==> config.mk <==
export PLATFORM = sky130hd
export DESIGN_NAME = nmea_gga_sentence_parser
export DESIGN_NICKNAME = d
export VERILOG_FILES = /design/src/nmea_gga_pkg.sv /design/src/nmea_gga_sentence_parser.sv
export VERILOG_INCLUDE_DIRS = /design/src /design/src/src
export SDC_FILE = /design/constraint.sdc
export NUM_CORES = 2
export LEC_CHECK = 0
export BUFFER_PORTS_ARGS = -buffer_cell sky130_fd_sc_hd__buf_2
export CAP_MARGIN = 20
export CELL_PAD_IN_SITES_DETAIL_PLACEMENT = 0
export CELL_PAD_IN_SITES_GLOBAL_PLACEMENT = 1
export CORE_UTILIZATION = 49
export CTS_CLUSTER_SIZE = 25
export DETAILED_ROUTE_END_ITERATION = 10
export MAX_ROUTING_LAYER = met4
export PLACE_DENSITY = 0.85
export RECOVER_POWER = 50
export SYNTH_ARGS = -nofsm -noshare
export SYNTH_HDL_FRONTEND = slang
export SYNTH_SLANG_ARGS = --single-unit
==> constraint.sdc <==
create_clock -name clk -period 13.45 [get_ports clk]
set_input_delay 1.345 -clock clk [delete_from_list [all_inputs] [get_ports clk]]
set_output_delay 1.345 -clock clk [all_outputs]
set_load 0.01 [all_outputs]
==> src/nmea_gga_sentence_parser_macros.svh <==
// Assertion helpers for the GGA parser.
`ifndef NMEA_GGA_SENTENCE_PARSER_MACROS_SVH
`define NMEA_GGA_SENTENCE_PARSER_MACROS_SVH

// Property checked on every clock edge outside reset.
`define NGP_ASSERT(lbl, prop, msg) \
  lbl: assert property (@(posedge clk) disable iff (rst) prop) else $error(msg);

// Property checked also during reset.
`define NGP_ASSERT_ALWAYS(lbl, prop, msg) \
  lbl: assert property (@(posedge clk) prop) else $error(msg);

`endif

==> src/nmea_gga_pkg.sv <==
// ----------------------------------------------------------------------------
// nmea_gga_pkg
// Constants and helpers shared by the GGA sentence parser.
// ----------------------------------------------------------------------------
package nmea_gga_pkg;

  localparam int unsigned ACC_W = 30;
  localparam int unsigned VAL_W = 44;

  localparam logic [ACC_W-1:0] ACC_CAP = ACC_W'(1000000000);

  localparam logic [7:0] CH_NL    = 8'h0A;
  localparam logic [7:0] CH_STAR  = 8'h2A;
  localparam logic [7:0] CH_COMMA = 8'h2C;
  localparam logic [7:0] CH_POINT = 8'h2E;
  localparam logic [7:0] CH_MINUS = 8'h2D;
  localparam logic [7:0] CH_PLUS  = 8'h2B;
  localparam logic [7:0] CH_N     = 8'h4E;
  localparam logic [7:0] CH_S     = 8'h53;
  localparam logic [7:0] CH_E     = 8'h45;
  localparam logic [7:0] CH_W     = 8'h57;

  localparam logic [3:0] FLD_TIME = 4'd0;
  localparam logic [3:0] FLD_LAT  = 4'd1;
  localparam logic [3:0] FLD_NS   = 4'd2;
  localparam logic [3:0] FLD_LON  = 4'd3;
  localparam logic [3:0] FLD_EW   = 4'd4;
  localparam logic [3:0] FLD_FIX  = 4'd5;
  localparam logic [3:0] FLD_SATS = 4'd6;
  localparam logic [3:0] FLD_HDOP = 4'd7;
  localparam logic [3:0] FLD_ALT  = 4'd8;

  localparam int unsigned TDATA_W = 136;

  // packed with utc_time in the lowest bits
  typedef struct packed {
    logic signed [20:0] altitude;
    logic [13:0] hdop;
    logic [6:0]  satellites;
    logic [3:0]  fix_quality;
    logic        lon_west;
    logic [27:0] longitude;
    logic        lat_south;
    logic [26:0] latitude;
    logic [27:0] utc_time;
  } fix_t;

  localparam fix_t FIX_RESET = '{utc_time: '0, latitude: '0, lat_south: 1'b0,
                                 longitude: '0, lon_west: 1'b1, fix_quality: '0,
                                 satellites: '0, hdop: '0, altitude: '0};

  function automatic logic [7:0] header_char(input logic [2:0] pos);
    logic [7:0] ch;
    ch = 8'h00;
    unique case (pos)
      3'd0: ch = 8'h24;
      3'd1: ch = 8'h47;
      3'd2: ch = 8'h50;
      3'd3: ch = 8'h47;
      3'd4: ch = 8'h47;
      3'd5: ch = 8'h41;
      default: ch = 8'h00;
    endcase
    return ch;
  endfunction

  function automatic logic [2:0] scale_digits(input logic [3:0] fld);
    logic [2:0] d;
    d = 3'd0;
    unique case (fld)
      FLD_TIME: d = 3'd3;
      FLD_LAT:  d = 3'd4;
      FLD_LON:  d = 3'd4;
      FLD_HDOP: d = 3'd2;
      FLD_ALT:  d = 3'd1;
      default:  d = 3'd0;
    endcase
    return d;
  endfunction

  function automatic logic [13:0] pow10(input logic [2:0] e);
    logic [13:0] p;
    p = 14'd1;
    unique case (e)
      3'd1: p = 14'd10;
      3'd2: p = 14'd100;
      3'd3: p = 14'd1000;
      3'd4: p = 14'd10000;
      default: p = 14'd1;
    endcase
    return p;
  endfunction

  function automatic logic [31:0] clamp_u(input logic [VAL_W-1:0] v, input logic minus,
                                          input logic [31:0] maxv);
    logic [31:0] r;
    if (minus) r = '0;
    else if (v > VAL_W'(maxv)) r = maxv;
    else r = v[31:0];
    return r;
  endfunction

  function automatic logic [4:0] hex_value(input logic [7:0] c);
    logic [4:0] h;
    if (c >= 8'h30 && c <= 8'h39) h = {1'b0, 4'(c - 8'h30)};
    else if (c >= 8'h41 && c <= 8'h46) h = {1'b0, 4'(c - 8'h37)};
    else if (c >= 8'h61 && c <= 8'h66) h = {1'b0, 4'(c - 8'h57)};
    else h = 5'h10;
    return h;
  endfunction

endpackage

==> src/nmea_gga_sentence_parser.sv <==
// ----------------------------------------------------------------------------
// nmea_gga_sentence_parser
// Parses $GPGGA lines from a received byte stream into fixed-point fields.
// ----------------------------------------------------------------------------
// Slave stream s_*: one received character per item (s_tdata[7:0]).
// Master stream m_*: one item per $GPGGA line, sent when its newline arrives.
// It carries the held fix (updated when the line's checksum matched),
// a flag telling whether this line was taken, and a flag set once any line
// has been taken since reset. Other lines produce nothing.
// Every accepted character updates the parse state in the same cycle; the
// result of a newline is in the output register in the next cycle.
// Throughput is one character per cycle, limited only by the single output
// register: s_tready drops only while a result waits and m_tready is low,
// and it stays high in a cycle where the waiting result is taken.
// Reset (rst, synchronous) clears the line state, the pending and held fix
// (west flag set, all else zero), data_valid and m_tvalid; m_tdata is not reset.
// A stalled result holds its value until taken.
// ----------------------------------------------------------------------------
module nmea_gga_sentence_parser (
  input  logic         clk,
  input  logic         rst,
  input  logic         s_tvalid,
  output logic         s_tready,
  input  logic [7:0]   s_tdata,   // rx_byte[7:0]
  output logic         m_tvalid,
  input  logic         m_tready,
  // utc_time[27:0], latitude[54:28], lat_south[55], longitude[83:56],
  // lon_west[84], fix_quality[88:85], satellites[95:89], hdop[109:96],
  // altitude[130:110], sentence_accepted[131], data_valid[132], zero[135:133]
  output logic [nmea_gga_pkg::TDATA_W-1:0] m_tdata
);
  import nmea_gga_pkg::*;

  logic [2:0]       header_position, header_position_next;
  logic             header_mismatch, header_mismatch_next;
  logic [3:0]       field_number, field_number_next;
  logic             first_comma_seen, first_comma_seen_next;
  logic             in_checksum_part, in_checksum_part_next;
  logic [7:0]       xor_acc, xor_acc_next;
  logic [7:0]       received_sum, received_sum_next;
  logic [1:0]       hex_count, hex_count_next;
  logic [ACC_W-1:0] num_acc, num_acc_next;
  logic [2:0]       frac_count, frac_count_next;
  logic             flag_point, flag_point_next;
  logic             flag_minus, flag_minus_next;
  logic             flag_stop, flag_stop_next;
  fix_t             pending, pending_next;
  fix_t             held, held_next;
  logic             valid_seen, valid_seen_next;
  logic             out_load;
  logic             out_ok;

  logic             in_acc;
  logic [7:0]       c;
  logic [2:0]       want;
  logic [VAL_W-1:0] scaled;
  logic [33:0]      digit_sum;
  logic [4:0]       hv;
  logic [16:0]      alt_mag;

  assign in_acc   = s_tvalid && s_tready;
  assign s_tready = !m_tvalid || m_tready;
  assign c        = s_tdata;
  assign want     = scale_digits(field_number);
  assign scaled   = VAL_W'(num_acc) *
                    VAL_W'(pow10((frac_count < want) ? 3'(want - frac_count) : 3'd0));
  assign digit_sum = 34'(num_acc) * 34'd10 + 34'(c[3:0]);
  assign hv       = hex_value(c);

  always_comb begin
    header_position_next  = header_position;
    header_mismatch_next  = header_mismatch;
    field_number_next     = field_number;
    first_comma_seen_next = first_comma_seen;
    in_checksum_part_next = in_checksum_part;
    xor_acc_next          = xor_acc;
    received_sum_next     = received_sum;
    hex_count_next        = hex_count;
    num_acc_next          = num_acc;
    frac_count_next       = frac_count;
    flag_point_next       = flag_point;
    flag_minus_next       = flag_minus;
    flag_stop_next        = flag_stop;
    pending_next          = pending;
    held_next             = held;
    valid_seen_next       = valid_seen;
    out_load              = 1'b0;
    out_ok                = 1'b0;
    alt_mag               = '0;

    if (in_acc) begin
      if (c == CH_NL) begin
        if (header_position == 3'd6 && !header_mismatch) begin
          out_load = 1'b1;
          out_ok   = in_checksum_part && hex_count == 2'd2 && received_sum == xor_acc;
          if (out_ok) begin
            held_next       = pending;
            valid_seen_next = 1'b1;
          end
        end
        header_position_next  = '0;
        header_mismatch_next  = 1'b0;
        field_number_next     = '0;
        first_comma_seen_next = 1'b0;
        in_checksum_part_next = 1'b0;
        xor_acc_next          = '0;
        received_sum_next     = '0;
        hex_count_next        = '0;
        num_acc_next          = '0;
        frac_count_next       = '0;
        flag_point_next       = 1'b0;
        flag_minus_next       = 1'b0;
        flag_stop_next        = 1'b0;
        pending_next          = FIX_RESET;
      end else begin
        if (header_position < 3'd6) begin
          if (c != header_char(header_position)) header_mismatch_next = 1'b1;
          header_position_next = header_position + 3'd1;
        end
        if (header_position != 3'd0) begin
          if (in_checksum_part) begin
            if (hex_count < 2'd2) begin
              if (hv[4]) hex_count_next = 2'd3;
              else begin
                received_sum_next = {received_sum[3:0], hv[3:0]};
                hex_count_next    = hex_count + 2'd1;
              end
            end
          end else begin
            if (c != CH_STAR) xor_acc_next = xor_acc ^ c;
            if (c == CH_COMMA || c == CH_STAR) begin
              if (!first_comma_seen) first_comma_seen_next = 1'b1;
              else begin
                case (field_number)
                  FLD_TIME: pending_next.utc_time =
                    28'(clamp_u(scaled, flag_minus, 32'd235959999));
                  FLD_LAT: pending_next.latitude =
                    27'(clamp_u(scaled, flag_minus, 32'd90000000));
                  FLD_LON: pending_next.longitude =
                    28'(clamp_u(scaled, flag_minus, 32'd180000000));
                  FLD_FIX: pending_next.fix_quality =
                    4'(clamp_u(scaled, flag_minus, 32'd9));
                  FLD_SATS: pending_next.satellites =
                    7'(clamp_u(scaled, flag_minus, 32'd99));
                  FLD_HDOP: pending_next.hdop =
                    14'(clamp_u(scaled, flag_minus, 32'd9999));
                  FLD_ALT: begin
                    if (flag_minus) begin
                      alt_mag = (scaled > VAL_W'(99999)) ? 17'd99999 : scaled[16:0];
                      pending_next.altitude = -$signed({4'd0, alt_mag});
                    end else begin
                      pending_next.altitude =
                        21'(clamp_u(scaled, 1'b0, 32'd999999));
                    end
                  end
                  default: ;
                endcase
                if (field_number != 4'd15) field_number_next = field_number + 4'd1;
              end
              num_acc_next    = '0;
              frac_count_next = '0;
              flag_point_next = 1'b0;
              flag_minus_next = 1'b0;
              flag_stop_next  = 1'b0;
              if (c == CH_STAR) in_checksum_part_next = 1'b1;
            end else if (first_comma_seen) begin
              if (field_number == FLD_NS) begin
                if (c == CH_S) pending_next.lat_south = 1'b1;
                else if (c == CH_N) pending_next.lat_south = 1'b0;
              end else if (field_number == FLD_EW) begin
                if (c == CH_W) pending_next.lon_west = 1'b1;
                else if (c == CH_E) pending_next.lon_west = 1'b0;
              end else if (!flag_stop) begin
                if (c >= 8'h30 && c <= 8'h39) begin
                  if (!flag_point || frac_count < want) begin
                    if (flag_point) frac_count_next = frac_count + 3'd1;
                    num_acc_next = (digit_sum > 34'(ACC_CAP)) ? ACC_CAP
                                                              : digit_sum[ACC_W-1:0];
                  end
                end else if (c == CH_POINT) begin
                  if (flag_point) flag_stop_next = 1'b1;
                  else flag_point_next = 1'b1;
                end else if ((c == CH_MINUS || c == CH_PLUS) && num_acc == '0 &&
                             !flag_point && !flag_minus) begin
                  if (c == CH_MINUS) flag_minus_next = 1'b1;
                end else begin
                  flag_stop_next = 1'b1;
                end
              end
            end
          end
        end
      end
    end
  end

  always_ff @(posedge clk) begin
    if (rst) begin
      header_position  <= '0;
      header_mismatch  <= 1'b0;
      field_number     <= '0;
      first_comma_seen <= 1'b0;
      in_checksum_part <= 1'b0;
      xor_acc          <= '0;
      received_sum     <= '0;
      hex_count        <= '0;
      num_acc          <= '0;
      frac_count       <= '0;
      flag_point       <= 1'b0;
      flag_minus       <= 1'b0;
      flag_stop        <= 1'b0;
      pending          <= FIX_RESET;
      held             <= FIX_RESET;
      valid_seen       <= 1'b0;
      m_tvalid         <= 1'b0;
    end else begin
      header_position  <= header_position_next;
      header_mismatch  <= header_mismatch_next;
      field_number     <= field_number_next;
      first_comma_seen <= first_comma_seen_next;
      in_checksum_part <= in_checksum_part_next;
      xor_acc          <= xor_acc_next;
      received_sum     <= received_sum_next;
      hex_count        <= hex_count_next;
      num_acc          <= num_acc_next;
      frac_count       <= frac_count_next;
      flag_point       <= flag_point_next;
      flag_minus       <= flag_minus_next;
      flag_stop        <= flag_stop_next;
      pending          <= pending_next;
      held             <= held_next;
      valid_seen       <= valid_seen_next;
      if (out_load) m_tvalid <= 1'b1;
      else if (m_tready) m_tvalid <= 1'b0;
    end
  end

  always_ff @(posedge clk) begin
    if (out_load) begin
      m_tdata <= {3'b000, valid_seen_next, out_ok, held_next.altitude,
                  held_next.hdop, held_next.satellites, held_next.fix_quality,
                  held_next.lon_west, held_next.longitude, held_next.lat_south,
                  held_next.latitude, held_next.utc_time};
    end
  end

`include "nmea_gga_sentence_parser_macros.svh"

  `NGP_ASSERT(a_stall_only_when_full, !s_tready |-> (m_tvalid && !m_tready), "bad stall")
  `NGP_ASSERT(a_result_from_newline, $rose(m_tvalid) |-> $past(in_acc && c == CH_NL), "stray result")
  `NGP_ASSERT(a_accept_implies_valid, m_tvalid && m_tdata[131] |-> m_tdata[132] && valid_seen, "valid flag")
  `NGP_ASSERT(a_newline_clears_line, in_acc && c == CH_NL |=> header_position == 3'd0 && !in_checksum_part, "line reset")
  `NGP_ASSERT(a_reset_empty, $past(rst) |-> !m_tvalid, "output after reset")

endmodule
==> run summary <==
post-synth cell types -> 114
Die Footprint -> 69980 µm²
Die X -> 264.5 µm
reg-to-reg slack, setup -> 1.39 ns
Static Leak -> 0.01630 µW
syn_area_per_cell -> 8.730 µm²
post-synth top area cell -> dfxtp_1
layout cells sized above 1 -> 4.937%
synthesis-stage register bit count -> 461
xor and xnor area share after synthesis -> 3.416%
Syn Inst Count -> 3869
DP Wirelength -> 69940 µm
Nets -> 4412
routed length per placed instance -> 18.87 µm
cts hold-fix bufs -> 0
final worst path period need -> 12.06 ns
Resize count post-CTS -> 0
Fmax achieved -> 82.88 MHz
final period utilization -> 89.70%
Post-synth EDFFs -> 133
clk root buf -> clkbuf_16
Clk pin slew, worst setup/hold paths -> 0.06 ns
row cnt -> 95
worst-case vdd ir drop -> 0.00008795 V
crit start category -> flop
class of the worst hold path -> reg -> reg
vias in the first global route -> 26500
DRT Pass-1 Iters -> 5
sequential cell area -> 10560 µm²
PD cells -> 74.55 nW/µm²
total CTS buffers -> 44
Tot Pwr -> 2720 µW
GRT Total Usage -> 26.88%
Final Skew -> 0.02780 ns
worst stage delay on the critical path -> 0.77 ns
CTS H-tree depth -> 2
Crit Path Class -> reg -> reg
Top FF cell, synth -> dfxtp_1
# DRC -> 0
Die Ht -> 264.5 µm
maxcap violations -> 4
Multi-input gate area -> 20880 µm²
ANT nets after route -> 0
global placer's final weighted congestion -> 0.9592
Initial Util -> 49.94%
CTS tree -> done
Synth Area in Compound Gates -> 14.59%
largest family of logic cells by synthesized area -> adder cells
crit path max fanout -> 37
Filler cells -> 6394
Worst Hold Depth -> 2
dpl cell area -> 35190 µm²
status -> finished, violations left
final instance area -> 36490 µm²
Final TNS setup -> 0 ns
setup violators final -> 0
total wire length -> 91010 µm
Netlist Area Pre-Place -> 33770 µm²
commonest non-fill, non-tap cell in the layout -> nand2_1
reg2reg path depth -> 44
largest net degree at the start of global routing -> 85
RSZ-0062 raised after global routing -> false
CP required -> 13.92 ns
sequential area share after synthesis -> 31.27%
via count -> 27220
synth warn -> 0
via/cell ratio -> 5.644
CP max-delay cell -> and3_2
arrival time at the worst endpoint -> 12.53 ns
Final Hold Fails -> 0
# IOs -> 150
total gr overflow -> 0
Core Box Area -> 67630 µm²
TritonCTS sink count -> 461
Adder-Cell Fraction of Synth Area -> 24.12%
post-synthesis mux area share -> 0.3964%
simple-gate share of the synthesized area -> 19.12%
top post-synthesis cells by area -> dfxtp_1 19%, fa_1 16%, edfxtp_1 12%, nand2_1 8.3%, ha_1 7.7%
Post-synth ARST share -> 0%
Clock Path Buffers -> 3
number of antenna violations at the first check in global routing -> 0
worst-skew pair later-pin latency -> 0.59 ns
global-route wire length before repair -> 145600 µm
most frequent cells in the layout -> 744 x nand2_1, 414 x inv_1, 328 x dfxtp_1
Final Max Tran Viols -> 271
Starting DRT DRC Count -> 2117
n_diodes -> 0
post-synth top area share -> 19.44%
failing checks -> max-capacitance violations, max-slew violations
synth-to-layout area growth -> 8.031%
CP endpoint kind -> flop
setup bufs post-CTS -> 0
worst relative slew slack -> -148.8%
Slew @ Worst Pin -> 3.733 ns
# port buffers -> 146
==> synth_stat cells, types with 7 or more instances <==
library cell	number
fa_1	277
mux2i_1	10
a211o_1	11
or3_1	15
and3_1	47
clkbuf_1	155
buf_2	19
and2_1	68
a21boi_0	8
nand4_1	45
o21bai_1	7
o41ai_1	11
a221o_1	8
a2111oi_0	7
inv_1	415
and4_1	7
or2_2	17
nor2b_1	17
ha_1	208
nor3b_1	8
a21o_1	26
a32o_1	9
a21oi_1	281
o21ai_0	128
nor4_1	17
nand2_1	744
a22o_1	33
dfxtp_1	328
o211ai_1	26
nor2_1	204
o21ai_1	11
xnor2_1	72
nand2b_1	21
buf_4	12
xor2_1	51
edfxtp_1	133
o31ai_1	14
or4_1	7
a211oi_1	19
a31oi_1	28
o21a_1	23
a22oi_1	29
nand3_1	91
nor3_1	58
==> layer usage <==
layer  GRT usage [%]  vias up  share of wire, %
li1                -    13120                 -
met5               -        -                 0
met1           35.13    13190                44
met4           9.334        0               3.6
met3           2.722      171               4.8
met2           43.58      743                47
==> worst max-delay path: cells and delay by family (launching register included) <==
| kind | cells | cell delay [ns] |
|---|---|---|
| compound gates | 7 | 1.72 |
| xor+xnor | 1 | 0.44 |
| fa+ha+maj | 10 | 4.02 |
| buf+inv | 8 | 1.12 |
| flops | 1 | 0.41 |
| simple gates | 18 | 4.19 |
==> worst paths after layout <==
check | start | endpoint
setup / recovery | field_number[0] | pending[126]
setup reg to reg | field_number[0] | pending[126]
hold reg to reg | pending[109] | pending[109]
hold / removal | pending[109] | pending[109]
==> final cells by class <==
cell class                      count  area share [%]
Sequential cell                   461           28.94
Inverter                          415           4.273
Clock buffer                       58           3.244
Timing Repair Buffer              196           2.616
Clock inverter                     23          0.7201
Tap cell                          873           2.994
Multi-Input combinational cell   2797           57.21
==> metrics by stage <==
step / cells / hold slack (ns) / setup slack (ns) / util, %
after floorplan: 3871 / 0.4154 / 3.009 / -
after global placement: 4740 / 0.4327 / 1.597 / 52.03
after detailed placement: 4740 / 0.4412 / 1.604 / 52.03
after CTS: 4821 / 0.4513 / 1.575 / 54.17
after global routing: 4823 / 0.4674 / 0.6581 / 53.95
final: 4823 / 0.4462 / 1.385 / 53.95
==> power by group <==
group          internal, µW  leakage (µW)  switching (µW)
registers              1420       0.00356            3.36
logic                  16.1        0.0120            40.2
clock network           704      0.000692             534
==> kinds of logic after synthesis <==
family,count (synthesis)
xor+xnor,127
buf+inv,613
other cells,1
simple gates,1410
flops,461
fa+ha+maj,485
mux,13
compound gates,759
==> sequential cells by signal (all words and copies together), names as in the netlist, 2 cells and up <==
name and count:
received_sum 8, held 131, pending 131, header_position 3, frac_count 3, num_acc 30
xor_acc 8, m_tdata 133, hex_count 2, field_number 4
Power figures use the tool's default switching activity.
